===== src/hdl/assert_macros.svh =====
// assertion macros shared by the rtl files
// expects clk_i and rst_ni in the scope where a macro is used
`ifndef ASSERT_MACROS_SVH
`define ASSERT_MACROS_SVH

// property must hold at every clock edge outside reset
`define ASSERT_CLK(label, prop, msg) \
  label: assert property (@(posedge clk_i) disable iff (!rst_ni) (prop)) else $error(msg);

// expression must never be true outside reset
`define ASSERT_NEVER(label, expr, msg) \
  `ASSERT_CLK(label, !(expr), msg)

`endif


===== src/hdl/wrhp_pkg.sv =====
// shared types, constants and magic-byte tables for the wav header parser
// no dependencies
package wrhp_pkg;

  typedef enum logic [1:0] {
    PH_HEADER = 2'd0,
    PH_FMT    = 2'd1,
    PH_STOP   = 2'd2
  } wrhp_phase_e;

  localparam logic [31:0] ID_FMT          = 32'h666D_7420;
  localparam logic [31:0] ID_DATA         = 32'h6461_7461;
  localparam logic [7:0]  FALLBACK_OFFSET = 8'd44;
  localparam logic [7:0]  FIRST_CHUNK     = 8'd12;
  localparam logic [7:0]  MAGIC_LAST      = 8'd11;
  localparam logic [7:0]  CHUNK_HDR_BYTES = 8'd8;
  localparam logic [31:0] FMT_MIN_SIZE    = 32'd16;
  localparam logic [15:0] NARROW_BITS     = 16'd16;
  localparam logic [15:0] DEF_CHANNELS    = 16'd2;
  localparam logic [31:0] DEF_RATE        = 32'd32000;
  localparam logic [15:0] DEF_BITS        = 16'd32;

  // one result transfer, fixed-width fields
  typedef struct packed {
    logic        is_wav;
    logic [15:0] channels;
    logic [31:0] rate_hz;
    logic [15:0] sample_bits;
    logic        slot_is_32bit;
    logic        expand_mono;
    logic [31:0] pcm_length;
  } wrhp_res_t;

  // expected byte at positions 0-11 ("RIFF" .... "WAVE")
  function automatic logic [7:0] magic_byte(input logic [3:0] pos);
    logic [7:0] b;
    case (pos)
      4'd0:    b = 8'h52;
      4'd1:    b = 8'h49;
      4'd2:    b = 8'h46;
      4'd3:    b = 8'h46;
      4'd8:    b = 8'h57;
      4'd9:    b = 8'h41;
      4'd10:   b = 8'h56;
      4'd11:   b = 8'h45;
      default: b = 8'h00;
    endcase
    return b;
  endfunction

  // riff size bytes 4-7 are not checked
  function automatic logic magic_check(input logic [3:0] pos);
    logic c;
    case (pos)
      4'd4, 4'd5, 4'd6, 4'd7: c = 1'b0;
      default:                c = 1'b1;
    endcase
    return c;
  endfunction

endpackage


===== src/hdl/wrhp_in_stage.sv =====
// input register for byte and buffer length, holds while the parser stalls
// depends on nothing but its ports
module wrhp_in_stage #(
  parameter int LENGTH_BITS = 24
) (
  input  logic                   clk_i,
  input  logic                   rst_ni,
  input  logic                   in_valid_i,
  output logic                   in_stall_o,
  input  logic [7:0]             byte_in_i,
  input  logic [LENGTH_BITS-1:0] buffer_length_i,
  input  logic                   advance_i,
  output logic                   valid_o,
  output logic [7:0]             byte_o,
  output logic [LENGTH_BITS-1:0] length_o
);

  logic                   valid_q, valid_d;
  logic [7:0]             byte_q;
  logic [LENGTH_BITS-1:0] len_q;
  logic                   take;

  assign in_stall_o = valid_q && !advance_i;
  assign take       = in_valid_i && !in_stall_o;
  assign valid_d    = (valid_q && !advance_i) || take;

  always_ff @(posedge clk_i or negedge rst_ni) begin
    if (!rst_ni) begin
      valid_q <= 1'b0;
    end else begin
      valid_q <= valid_d;
    end
  end

  always_ff @(posedge clk_i) begin
    if (take) begin
      byte_q <= byte_in_i;
      len_q  <= buffer_length_i;
    end
  end

  assign valid_o  = valid_q;
  assign byte_o   = byte_q;
  assign length_o = len_q;

endmodule


===== src/hdl/wrhp_parser.sv =====
// per-byte parse state: magic check, chunk header walk, fmt capture, data chunk
// depends on wrhp_pkg and assert_macros.svh
`include "assert_macros.svh"
module wrhp_parser import wrhp_pkg::*; #(
  parameter int LENGTH_BITS = 24
) (
  input  logic                   clk_i,
  input  logic                   rst_ni,
  input  logic                   valid_i,
  input  logic [7:0]             byte_i,
  input  logic [LENGTH_BITS-1:0] len_i,
  input  logic                   out_ready_i,
  output logic                   fire_o,
  output logic                   res_valid_o,
  output wrhp_res_t              res_o,
  output logic [LENGTH_BITS-1:0] pcm_offset_o
);

  localparam int LB = LENGTH_BITS;
  // room for offset + 8 + 32-bit size + pad without wrap
  localparam int SW = ((LB > 32) ? LB : 32) + 3;

  wrhp_phase_e   phase_q, phase_d, phase_u;
  logic          magic_q, magic_d, magic_u;
  logic [LB-1:0] pos_q, pos_d;
  logic [31:0]   id_q, id_d, id_u;
  logic [31:0]   size_q, size_d, size_u;
  logic [3:0]    idx_q, idx_d, idx_u;
  logic [LB:0]   nco_q, nco_d, nco_u;
  logic [15:0]   ch_q, ch_d, ch_u;
  logic [31:0]   rate_q, rate_d, rate_u;
  logic [15:0]   bits_q, bits_d, bits_u;
  logic [LB-1:0] dco_q, dco_d, dco_u;
  logic [31:0]   dcs_q, dcs_d, dcs_u;

  logic          last;
  logic [LB:0]   hdr_diff;
  logic          hdr_hit;
  logic [2:0]    hdr_idx;
  logic [31:0]   size_new;
  logic [SW-1:0] body;
  logic [SW-1:0] chunk_end;
  logic [SW-1:0] next_off;

  assign last     = ({1'b0, pos_q} + (LB+1)'(1)) >= {1'b0, len_i};
  assign fire_o   = valid_i && (!last || out_ready_i);
  assign res_valid_o = valid_i && last && out_ready_i;

  // offset of this byte inside the current 8-byte chunk header
  assign hdr_diff = {1'b0, pos_q} - nco_q;
  assign hdr_hit  = ({1'b0, pos_q} >= nco_q) && (hdr_diff[LB:3] == '0);
  assign hdr_idx  = hdr_diff[2:0];

  always_comb begin
    size_new = size_q;
    case (hdr_idx[1:0])
      2'd0:    size_new[7:0]   = byte_i;
      2'd1:    size_new[15:8]  = byte_i;
      2'd2:    size_new[23:16] = byte_i;
      2'd3:    size_new[31:24] = byte_i;
      default: size_new        = size_q;
    endcase
  end

  assign body      = SW'(nco_q) + SW'(CHUNK_HDR_BYTES);
  assign chunk_end = body + SW'(size_new);
  assign next_off  = chunk_end + SW'(size_new[0]);

  // state after this byte
  always_comb begin
    phase_u = phase_q;
    magic_u = magic_q;
    id_u    = id_q;
    size_u  = size_q;
    idx_u   = idx_q;
    nco_u   = nco_q;
    ch_u    = ch_q;
    rate_u  = rate_q;
    bits_u  = bits_q;
    dco_u   = dco_q;
    dcs_u   = dcs_q;

    if ((pos_q < LB'(FIRST_CHUNK)) && magic_check(pos_q[3:0]) &&
        (byte_i != magic_byte(pos_q[3:0]))) begin
      magic_u = 1'b0;
      phase_u = PH_STOP;
    end

    case (phase_u)
      PH_FMT: begin
        case (idx_q)
          4'd2:    ch_u[7:0]     = byte_i;
          4'd3:    ch_u[15:8]    = byte_i;
          4'd4:    rate_u[7:0]   = byte_i;
          4'd5:    rate_u[15:8]  = byte_i;
          4'd6:    rate_u[23:16] = byte_i;
          4'd7:    rate_u[31:24] = byte_i;
          4'd14:   bits_u[7:0]   = byte_i;
          4'd15:   bits_u[15:8]  = byte_i;
          default: ;
        endcase
        idx_u = idx_q + 4'd1;
        if (idx_q == 4'd15) begin
          phase_u = PH_HEADER;
        end
      end
      PH_HEADER: begin
        if (hdr_hit) begin
          if (!hdr_idx[2]) begin
            id_u = {id_q[23:0], byte_i};
          end else begin
            size_u = size_new;
            if (hdr_idx[1:0] == 2'd3) begin
              if (chunk_end > SW'(len_i)) begin
                phase_u = PH_STOP;
              end else begin
                if ((id_q == ID_FMT) && (size_new >= FMT_MIN_SIZE)) begin
                  phase_u = PH_FMT;
                  idx_u   = '0;
                end else if (id_q == ID_DATA) begin
                  dco_u = body[LB-1:0];
                  dcs_u = size_new;
                end
                nco_u = next_off[LB:0];
              end
            end
          end
        end
      end
      default: ;
    endcase
  end

  // the last byte of a buffer returns everything to reset values
  always_comb begin
    if (last) begin
      phase_d = PH_HEADER;
      magic_d = 1'b1;
      pos_d   = '0;
      id_d    = '0;
      size_d  = '0;
      idx_d   = '0;
      nco_d   = (LB+1)'(FIRST_CHUNK);
      ch_d    = DEF_CHANNELS;
      rate_d  = DEF_RATE;
      bits_d  = DEF_BITS;
      dco_d   = '0;
      dcs_d   = '0;
    end else begin
      phase_d = phase_u;
      magic_d = magic_u;
      pos_d   = pos_q + LB'(1);
      id_d    = id_u;
      size_d  = size_u;
      idx_d   = idx_u;
      nco_d   = nco_u;
      ch_d    = ch_u;
      rate_d  = rate_u;
      bits_d  = bits_u;
      dco_d   = dco_u;
      dcs_d   = dcs_u;
    end
  end

  always_ff @(posedge clk_i or negedge rst_ni) begin
    if (!rst_ni) begin
      phase_q <= PH_HEADER;
      magic_q <= 1'b1;
      pos_q   <= '0;
      id_q    <= '0;
      size_q  <= '0;
      idx_q   <= '0;
      nco_q   <= (LB+1)'(FIRST_CHUNK);
      ch_q    <= DEF_CHANNELS;
      rate_q  <= DEF_RATE;
      bits_q  <= DEF_BITS;
      dco_q   <= '0;
      dcs_q   <= '0;
    end else if (fire_o) begin
      phase_q <= phase_d;
      magic_q <= magic_d;
      pos_q   <= pos_d;
      id_q    <= id_d;
      size_q  <= size_d;
      idx_q   <= idx_d;
      nco_q   <= nco_d;
      ch_q    <= ch_d;
      rate_q  <= rate_d;
      bits_q  <= bits_d;
      dco_q   <= dco_d;
      dcs_q   <= dcs_d;
    end
  end

  // result fields from the state after the last byte
  always_comb begin
    res_o.is_wav        = magic_u && (pos_q >= LB'(MAGIC_LAST));
    res_o.channels      = ch_u;
    res_o.rate_hz       = rate_u;
    res_o.sample_bits   = bits_u;
    res_o.slot_is_32bit = bits_u > NARROW_BITS;
    res_o.expand_mono   = (ch_u == 16'd1) && (bits_u == NARROW_BITS);
    if (dcs_u != '0) begin
      res_o.pcm_length = dcs_u;
    end else if (len_i > LB'(FALLBACK_OFFSET)) begin
      res_o.pcm_length = 32'(len_i - LB'(FALLBACK_OFFSET));
    end else begin
      res_o.pcm_length = '0;
    end
    pcm_offset_o = (dco_u != '0) ? dco_u : LB'(FALLBACK_OFFSET);
  end

  `ASSERT_CLK(a_idx_in_fmt, (idx_q != '0) |-> (phase_q == PH_FMT), "fmt index outside body")
  `ASSERT_CLK(a_fmt_needs_magic, (phase_q == PH_FMT) |-> magic_q, "fmt body without magic")
  `ASSERT_NEVER(a_bad_magic_walks, !magic_q && (phase_q != PH_STOP), "walk after magic failure")

endmodule


===== src/hdl/wrhp_out_stage.sv =====
// result register, holds a result until the receiver takes it
// depends on wrhp_pkg
module wrhp_out_stage import wrhp_pkg::*; #(
  parameter int LENGTH_BITS = 24
) (
  input  logic                   clk_i,
  input  logic                   rst_ni,
  input  logic                   load_i,
  input  wrhp_res_t              res_i,
  input  logic [LENGTH_BITS-1:0] pcm_offset_i,
  output logic                   ready_o,
  output logic                   out_valid_o,
  input  logic                   out_stall_i,
  output wrhp_res_t              res_o,
  output logic [LENGTH_BITS-1:0] pcm_offset_o
);

  logic                   valid_q, valid_d;
  wrhp_res_t              res_q;
  logic [LENGTH_BITS-1:0] start_q;

  assign ready_o = !valid_q || !out_stall_i;
  assign valid_d = load_i || (valid_q && out_stall_i);

  always_ff @(posedge clk_i or negedge rst_ni) begin
    if (!rst_ni) begin
      valid_q <= 1'b0;
    end else begin
      valid_q <= valid_d;
    end
  end

  always_ff @(posedge clk_i) begin
    if (load_i) begin
      res_q   <= res_i;
      start_q <= pcm_offset_i;
    end
  end

  assign out_valid_o  = valid_q;
  assign res_o        = res_q;
  assign pcm_offset_o = start_q;

endmodule


===== src/hdl/wav_riff_header_parser.sv =====
// top level of the riff/wave header parser
// depends on wrhp_pkg, wrhp_in_stage, wrhp_parser, wrhp_out_stage
//
// usage:
//   input channel: one buffer byte per transfer (byte_in_i), in order from
//   offset zero, with the buffer's total length (buffer_length_i) on every
//   byte. a transfer happens when in_valid_i is high and in_stall_o is low.
//   output channel: one result transfer per buffer, made for its last byte
//   (position + 1 >= buffer_length). it carries is_wav, the fmt fields with
//   their defaults (2 channels, 32000 Hz, 32 bits), the derived slot and mono
//   flags, and the pcm offset/length (data chunk, else offset 44).
// result path: a buffer's last byte is held in the input register, then its
//   result in the result register until the receiver takes it.
// throughput: one byte per cycle unless a held result blocks a last byte;
//   each byte takes one register-to-register step of compares and counter updates.
// reset: clears both pipeline valids and puts the parse state back to the
//   start of a buffer; after each buffer the state returns there by itself.
// stall: a held result blocks only the next buffer's last byte; other bytes
//   keep flowing while the result waits. in_stall_o rises only then.
module wav_riff_header_parser import wrhp_pkg::*; #(
  parameter int LENGTH_BITS = 24
) (
  input  logic                   clk_i,
  input  logic                   rst_ni,
  // byte stream
  input  logic                   in_valid_i,
  output logic                   in_stall_o,
  input  logic [7:0]             byte_in_i,
  input  logic [LENGTH_BITS-1:0] buffer_length_i,
  // parse result
  output logic                   out_valid_o,
  input  logic                   out_stall_i,
  output logic                   is_wav_o,
  output logic [15:0]            channels_o,
  output logic [31:0]            rate_hz_o,
  output logic [15:0]            sample_bits_o,
  output logic                   slot_is_32bit_o,
  output logic                   expand_mono_o,
  output logic [LENGTH_BITS-1:0] pcm_offset_o,
  output logic [31:0]            pcm_length_o
);

  // registered byte waiting for the parser
  logic                   s1_valid;
  logic [7:0]             s1_byte;
  logic [LENGTH_BITS-1:0] s1_len;
  // parser handshake with the result register
  logic                   fire;
  logic                   res_load;
  logic                   out_ready;
  wrhp_res_t              res_next;
  wrhp_res_t              res_out;
  logic [LENGTH_BITS-1:0] start_next;

  wrhp_in_stage #(
    .LENGTH_BITS(LENGTH_BITS)
  ) u_in_stage (
    .clk_i          (clk_i),
    .rst_ni         (rst_ni),
    .in_valid_i     (in_valid_i),
    .in_stall_o     (in_stall_o),
    .byte_in_i      (byte_in_i),
    .buffer_length_i(buffer_length_i),
    .advance_i      (fire),
    .valid_o        (s1_valid),
    .byte_o         (s1_byte),
    .length_o       (s1_len)
  );

  // parse state advances on every byte; the last byte also needs room
  // in the result register
  wrhp_parser #(
    .LENGTH_BITS(LENGTH_BITS)
  ) u_parser (
    .clk_i       (clk_i),
    .rst_ni      (rst_ni),
    .valid_i     (s1_valid),
    .byte_i      (s1_byte),
    .len_i       (s1_len),
    .out_ready_i (out_ready),
    .fire_o      (fire),
    .res_valid_o (res_load),
    .res_o       (res_next),
    .pcm_offset_o(start_next)
  );

  wrhp_out_stage #(
    .LENGTH_BITS(LENGTH_BITS)
  ) u_out_stage (
    .clk_i       (clk_i),
    .rst_ni      (rst_ni),
    .load_i      (res_load),
    .res_i       (res_next),
    .pcm_offset_i(start_next),
    .ready_o     (out_ready),
    .out_valid_o (out_valid_o),
    .out_stall_i (out_stall_i),
    .res_o       (res_out),
    .pcm_offset_o(pcm_offset_o)
  );

  // result fields out to their own ports
  assign is_wav_o        = res_out.is_wav;
  assign channels_o      = res_out.channels;
  assign rate_hz_o       = res_out.rate_hz;
  assign sample_bits_o   = res_out.sample_bits;
  assign slot_is_32bit_o = res_out.slot_is_32bit;
  assign expand_mono_o   = res_out.expand_mono;
  assign pcm_length_o    = res_out.pcm_length;

endmodule


===== config.mk =====
export PLATFORM = sky130hd
export DESIGN_NAME = wav_riff_header_parser
export DESIGN_NICKNAME = d
export VERILOG_FILES = /design/src/hdl/wrhp_pkg.sv /design/src/hdl/wrhp_in_stage.sv /design/src/hdl/wrhp_parser.sv /design/src/hdl/wrhp_out_stage.sv /design/src/hdl/wav_riff_header_parser.sv
export VERILOG_INCLUDE_DIRS = /design/src /design/src/hdl
export SDC_FILE = /design/constraint.sdc
export NUM_CORES = 1
export LEC_CHECK = 0
export BUFFER_PORTS_ARGS = -buffer_cell sky130_fd_sc_hd__buf_2
export CAP_MARGIN = 10
export CELL_PAD_IN_SITES_DETAIL_PLACEMENT = 1
export CELL_PAD_IN_SITES_GLOBAL_PLACEMENT = 1
export CORE_MARGIN = 4
export CORE_UTILIZATION = 52
export DETAILED_ROUTE_END_ITERATION = 6
export GPL_ROUTABILITY_DRIVEN = 0
export GPL_TIMING_DRIVEN = 0
export PLACE_DENSITY_LB_ADDON = 0.1
export SLEW_MARGIN = 0
export SYNTH_ARGS = -nofsm -noshare
export SYNTH_HDL_FRONTEND = slang
export SYNTH_SLANG_ARGS = --single-unit

===== constraint.sdc =====
create_clock -name clk_i -period 20.3 [get_ports clk_i]
set_input_delay 2.03 -clock clk_i [delete_from_list [all_inputs] [get_ports clk_i]]
set_output_delay 2.03 -clock clk_i [all_outputs]
set_load 0.05 [all_outputs]

==> reports/qor.csv, run 1 <==
metric,value,unit
startpoint_type,register,
start_util,0.5313,
worstHoldStart,u_parser.magic_q$_DFFE_PN1P_,
clk_pin_slew,0.06,ns
synth-compound-area-share,0.1814,
viasPerCell,6.485,
reg2reg_depth,32,
dp_cells,3019,
hold_ws,0.4676,ns
grt_pass1_wl,125200,µm
ff2ff_setup_slack,10.57,ns
die_area,47840,µm²
dpl_cell_area,24730,µm²
yosys_warnings,0,
cts-resized-gates,0,
setup_tns,0,ns
yosys.area_share.simple,0.1299,
drt_iter0_drc,1993,
fillers,4878,
post-route-period-util,0.4795,
outcome,"complete, no violations",
synth_ff_type,dfrtp_1,
grt_remaining_overflow,0,
synth_edf_count,155,
drc_errors,0,
htree_levels,2,
clock_latency,0.59,ns
fin_cells,3102,
end_kind,register,
synth_adder_area_share,0.06167,
hold_buffers,0,
fin_worst_skew,0.02529,ns
die_y,218.7,µm
path_buf_inv,8,
synth_nets,2418,
p_per_area,156.3,nW/µm²
required,20.82,ns
drive_gt1_frac,0.1411,
hold_viol,0,
multi_input_area,11390,µm²
grt_max_degree,96,
met1Wirelength,34590,µm
grt_pass1_vias,20986,
seq_area,10720,µm²
synth.avg_cell_area,10.17,µm²
power.leakage,11.85,nW
io_pins,161,
wl_met2,38320,µm
slowest_stage,nor4b_4,
grt_usage,0.3386,
cp_data_arrival_time,10.26,ns
cts_sinks,397,
drt-wirelength-per-cell,26.43,µm
relSlewSlack,0.1749,
cts_buffers,44,
root_buffer,clkbuf_16,
finalNetCount,2627,
period_needed,9.734,ns
r2r_start,u_parser.pos_q[0]$_DFFE_PN0P_,
dr_wl_met3,6037,µm
synthArstFlopShare,0.6096,
crit_fanout,10,
final_cell_area,26230,µm²
fmax,0.1027,GHz
wl,81980,µm
final-setup-viol-count,0,
hp-class,register to register,
grt_antenna_before_repair,0,
synth_xor_area_frac,0.04698,
postRouteAntennaNets,0,
cp_top_family,simple AND/OR/NAND/NOR gates,
post_cts_buffers,0,
path_class,register to register,
dr.max_layer_used,met4,
io_buffers,160,
max_cap_viol_count,0,
grt_setup_unrepaired,no,
vias,20116,
rr_endpoint,u_parser.dcs_q[17]$_DFFE_PN0P_,
syn_area,23090,µm²
synth_cells,2271,
drv_slew,0,
cts_tree,done,
clk_path_buf_depth,3,
synthToLayoutAreaGrowth,13.60,%
synth_seq_cells,397,
worstMarginPinSlew,1.229,ns
peakVddDrop,0.08729,mV
dr.pass1.iters,5,
synth_cell_types,91,
ys_seq_area_frac,0.4645,
synth_top_family_by_area,compound AO/OA/AOI/OAI gates,
hpwlAfterDp,61300,µm
core,43460,µm²
cp_slowest_stage_delay,0.93,ns
synthMuxAreaShare,0.07305,
die_w,218.7,µm
placementRows,76,
hold_depth,2,
min_to,u_parser.magic_q$_DFFE_PN1P_,
cell usage after synthesis, drive strengths merged, types with 5 or more instances:
cell type,n,area share
dfrtp,231,0.25
o21ai,212,0.046
nand2,196,0.032
edfxtp,155,0.20
inv,139,0.023
ha,109,0.059
a22o,102,0.039
nor2,100,0.016
a21oi,98,0.021
mux2i,95,0.041
clkbuf,86,0.014
xnor2,82,0.031
mux2,65,0.032
nand3,53,0.011
nor3,45,0.0098
nor4,44,0.012
nand4,42,0.011
xor2,41,0.016
o31ai,37,0.012
a21o,33,0.011
and3,30,0.0081
buf,26,0.0057
o21a,19,0.0062
and2,18,0.0049
o211ai,17,0.0057
a31oi,12,0.0035
nand2b,12,0.0033
dfstp,11,0.013
nor2b,11,0.0030
a211oi,10,0.0035
nor4b,9,0.0041
a211o,8,0.0030
o2bb2ai,8,0.0030
o31a,8,0.0030
nor3b,7,0.0023
o22a,7,0.0027
and4,6,0.0023
o2111ai,6,0.0023
a21boi,5,0.0016
o21bai,5,0.0016
or3,5,0.0014
or4,5,0.0016
final cells by class:
cell class              instances  share of cell area
diodes                          1          0.00009540
plain buffers                 112             0.01736
clock buffers                  56             0.04598
clock inverters                26             0.01121
inverters                     140             0.02023
multi-input cells            1622              0.4343
flip-flops and latches        397              0.4088
well taps                     585             0.02790
repair buffers                163             0.03406
cell families (layout without fill, tap and decap cells):
kind of cell	count (synthesis)	in the layout
AO/OA/AOI/OAI	627	627
XOR/XNOR	123	123
adder cells (fa/ha/maj)	113	113
buffers and inverters	252	497
flip-flops	397	397
multiplexers	160	160
other	0	1
AND/OR/NAND/NOR	599	599
cell usage in the layout (no fill, tap or decap), types with 8 or more instances in the layout:
cell / n
a211o_1: 8
a211oi_1: 9
a21o_1: 33
a21oi_1: 98
a22o_1: 102
a31oi_1: 11
and2_1: 16
and3_1: 30
buf_2: 181
clkbuf_1: 92
clkbuf_16: 44
clkinv_2: 8
dfrtp_1: 231
dfstp_2: 11
edfxtp_1: 155
ha_1: 109
inv_1: 138
mux2_2: 64
mux2i_1: 94
nand2_1: 195
nand2b_1: 12
nand3_1: 53
nand4_1: 42
nor2_1: 99
nor2b_1: 11
nor3_1: 45
nor4_1: 43
nor4b_1: 8
o211ai_1: 16
o21a_1: 19
o21ai_0: 205
o2bb2ai_1: 8
o31a_1: 8
o31ai_1: 36
xnor2_1: 81
xor2_1: 41
power by group:
group,switching (mW),internal [mW],total [mW]
combinational,1.50,0.729,2.23
sequential,0.0938,0.942,1.04
clock,0.350,0.489,0.839
registers in the layout (all words and copies together), names as in the netlist, 2 cells and up:
name,cells
u_parser.dco_q,24
u_parser.idx_q,4
u_in_stage.length_o,24
u_parser.ch_q,16
u_parser.pos_q,24
u_parser.nco_q,25
u_parser.dcs_q,32
u_in_stage.byte_o,8
u_parser.size_q,32
u_parser.phase_q,2
u_out_stage.pcm_offset_o,24
u_parser.rate_q,32
u_out_stage.res_o,99
u_parser.bits_q,16
u_parser.id_q,32
per-stage QoR:
| step | util | total power [mW] | setup slack, ns |
|---|---|---|---|
| after detailed placement | 0.5690 | 3.168 | 10.94 |
| after global placement | 0.5666 | 3.047 | 10.94 |
| final | 0.6036 | 4.101 | 10.57 |
| after global routing | 0.6035 | 4.323 | 10.10 |
| after floorplan | - | 2.502 | 13.65 |
| after CTS | 0.6035 | 4.027 | 10.83 |
how the worst max path moves through the flow:
stage	slack, ns	to	startpoint	cells past startpoint
after global placement	10.94	u_out_stage.res_o[23]$_DFFE_PP_	u_parser.pos_q[0]$_DFFE_PN0P_	19
after global routing	10.10	u_parser.dcs_q[17]$_DFFE_PN0P_	u_parser.pos_q[0]$_DFFE_PN0P_	32
final	10.57	u_parser.dcs_q[17]$_DFFE_PN0P_	u_parser.pos_q[0]$_DFFE_PN0P_	32
after detailed placement	10.94	u_parser.dcs_q[24]$_DFFE_PN0P_	u_parser.pos_q[0]$_DFFE_PN0P_	32
after floorplan	13.65	u_out_stage.pcm_offset_o[19]$_SDFFCE_PN0P_	u_parser.pos_q[0]$_DFFE_PN0P_	29
after CTS	10.83	u_parser.dcs_q[17]$_DFFE_PN0P_	u_parser.pos_q[0]$_DFFE_PN0P_	32
routing by layer:
| layer | global-route usage | up-vias |
|---|---|---|
| li1 | - | 8804 |
| met3 | 0.05756 | 181 |
| met1 | 0.4648 | 10276 |
| met4 | 0.1159 | 0 |
| met2 | 0.5481 | 855 |
| met5 | 0 | - |
worst register-to-register path: cells and delay by family, from the launching register on:
family,cells,cell delay [ns]
xor+xnor,1,0.39
fa+ha+maj,4,1.36
mux,1,0.74
buf+inv,8,2.29
compound gates,8,1.58
flops,1,0.57
simple gates,10,2.77
Note: power is estimated with default switching activity, not from simulation.
==> run 2: changes to the inputs <==
--- a/config.mk
+++ b/config.mk
@@ -11,7 +11,7 @@
 export CELL_PAD_IN_SITES_DETAIL_PLACEMENT = 1
 export CELL_PAD_IN_SITES_GLOBAL_PLACEMENT = 1
 export CORE_MARGIN = 4
-export CORE_UTILIZATION = 52
+export CORE_UTILIZATION = 49
 export DETAILED_ROUTE_END_ITERATION = 6
 export GPL_ROUTABILITY_DRIVEN = 0
 export GPL_TIMING_DRIVEN = 0
==> constraint.sdc (replaced) <==
create_clock -name clk_i -period 10.2 [get_ports clk_i]
set_input_delay 1.02 -clock clk_i [delete_from_list [all_inputs] [get_ports clk_i]]
set_output_delay 1.02 -clock clk_i [all_outputs]
set_load 0.05 [all_outputs]
==> run 2 against run 1 <==
Compared with the run above: sequential cell count unchanged; utilization decreased by 4.0 points; clock skew about the same; hold slack got worse by 0.088 ns; die area increased by 5.9%; register-to-register slack got worse by 10 ns; first-iteration DRC count decreased by 9.0%; fmax increased by 1.4%; routed wire length decreased by 1.7%; critical path type unchanged.
==> reports/qor.csv, run 2 (synthesized netlist as in run 1, its figures left out) <==
metric,value,unit
period_needed,9.596,ns
final_util,0.5631,
drv_slew,0,
cp_data_arrival_time,10.12,ns
cp_slowest_stage_delay,0.96,ns
io_pins,161,
die_y,225.1,µm
grt_setup_unrepaired,no,
fillers,5142,
hold_buffers,0,
grt_pass1_wl,122800,µm
fmax,0.1042,GHz
setup_tns,0,ns
drt_iter0_drc,1813,
grt_pass1_vias,20323,
largest_reg_flops,99,
die_w,225.1,µm
placementRows,79,
htree_levels,2,
cts_sinks,397,
drt-wirelength-per-cell,25.79,µm
io_buffers,160,
layout_common_cells,"231 x dfrtp_1, 205 x o21ai_0, 195 x nand2_1",
hp-class,input pin to async pin,
end_kind,register,
clock_latency,0.60,ns
startpoint_type,register,
grt_max_degree,92,
power.leakage,11.83,nW
final-setup-viol-count,0,
wl,80610,µm
drive_gt1_frac,0.1410,
dr.pass1.iters,5,
hpwlAfterDp,60830,µm
clk_pin_slew,0.06,ns
slowest_stage,nor4b_4,
path_class,register to register,
root_buffer,clkbuf_16,
core,46560,µm²
grt_usage,0.3117,
relSlewSlack,0.1507,
required,10.72,ns
start_util,0.4960,
hold_viol,0,
synthToLayoutAreaGrowth,13.54,%
outcome,"complete, no violations",
cts_tree,done,
hold_ws,0.3792,ns
max_cap_viol_count,0,
clk_path_buf_depth,3,
fin_worst_skew,0.02529,ns
viasPerCell,6.303,
worstMarginPinSlew,1.265,ns
post_cts_buffers,0,
final_common_cell,dfrtp_1,
drc_errors,0,
post-route-period-util,0.9408,
finalNetCount,2628,
p_per_area,306.7,nW/µm²
grt_remaining_overflow,0,
cts-resized-gates,0,
peakVddDrop,0.1744,mV
cts_buffers,45,
vias,19704,
die_area,50660,µm²
dpl_cell_area,24760,µm²
final_cell_area,26220,µm²
postRouteAntennaNets,0,
crit_fanout,10,
grt_antenna_before_repair,1,
==> run 2: metal layers <==
| layer | routed length, µm | global-route usage |
|---|---|---|
| met5 | 0 | 0 |
| met2 | 37170 | 0.4942 |
| met1 | 35150 | 0.4343 |
| met4 | 2986 | 0.1107 |
| met3 | 5305 | 0.05497 |
==> run 2: area by class of cell <==
type                            instances  area (µm²)  area share
Tap cell                              607       759.5     0.02897
Clock buffer                           59        1209     0.04610
Sequential cell                       397       10720      0.4091
Multi-Input combinational cell       1622       11390      0.4345
Buffer                                112       455.4     0.01737
Clock inverter                         25       250.2    0.009545
Inverter                              140       530.5     0.02024
Antenna cell                            1       2.502  0.00009545
Timing Repair Buffer                  163       893.4     0.03408
==> run 2: final timing paths <==
check	slack, ns	to	cells after the start	from
setup / recovery	0.60	u_parser.dcs_q[24]$_DFFE_PN0P_	30	u_parser.pos_q[0]$_DFFE_PN0P_
hold / removal	0.38	u_parser.dcs_q[26]$_DFFE_PN0P_	1	rst_ni
setup reg to reg	0.60	u_parser.dcs_q[24]$_DFFE_PN0P_	30	u_parser.pos_q[0]$_DFFE_PN0P_
hold reg to reg	0.46	u_parser.bits_q[5]$_DFFE_PN1P_	2	u_parser.bits_q[5]$_DFFE_PN1P_
max in group asynchronous	8.48	u_parser.bits_q[5]$_DFFE_PN1P_	3	rst_ni
min in group clk_i	0.46	u_parser.bits_q[5]$_DFFE_PN1P_	2	u_parser.bits_q[5]$_DFFE_PN1P_
==> run 2: through the flow <==
stage / worst slack, ns / cells / total power [mW]
after global routing: 0.3070 / 3125 / 8.520
after floorplan: 3.547 / 2271 / 4.980
after global placement: 0.6566 / 3038 / 6.081
after CTS: 0.8905 / 3125 / 7.924
final: 0.6040 / 3126 / 8.040
after detailed placement: 0.9686 / 3041 / 6.263
==> run 2: worst max-delay path, delay by kind of cell (launching register included) <==
family,cells,cell delay (ns)
XOR/XNOR,1,0.45
flip-flops,1,0.57
multiplexers,2,0.86
adder cells (fa/ha/maj),4,1.37
AND/OR/NAND/NOR,6,1.81
AO/OA/AOI/OAI,10,2.42
buffers and inverters,7,2.01
==> run 2: where the power goes <==
| group | internal (mW) | total [mW] | switching, mW |
|---|---|---|---|
| logic | 1.44 | 4.36 | 2.91 |
| clock network | 0.924 | 1.63 | 0.702 |
| registers | 1.87 | 2.06 | 0.184 |
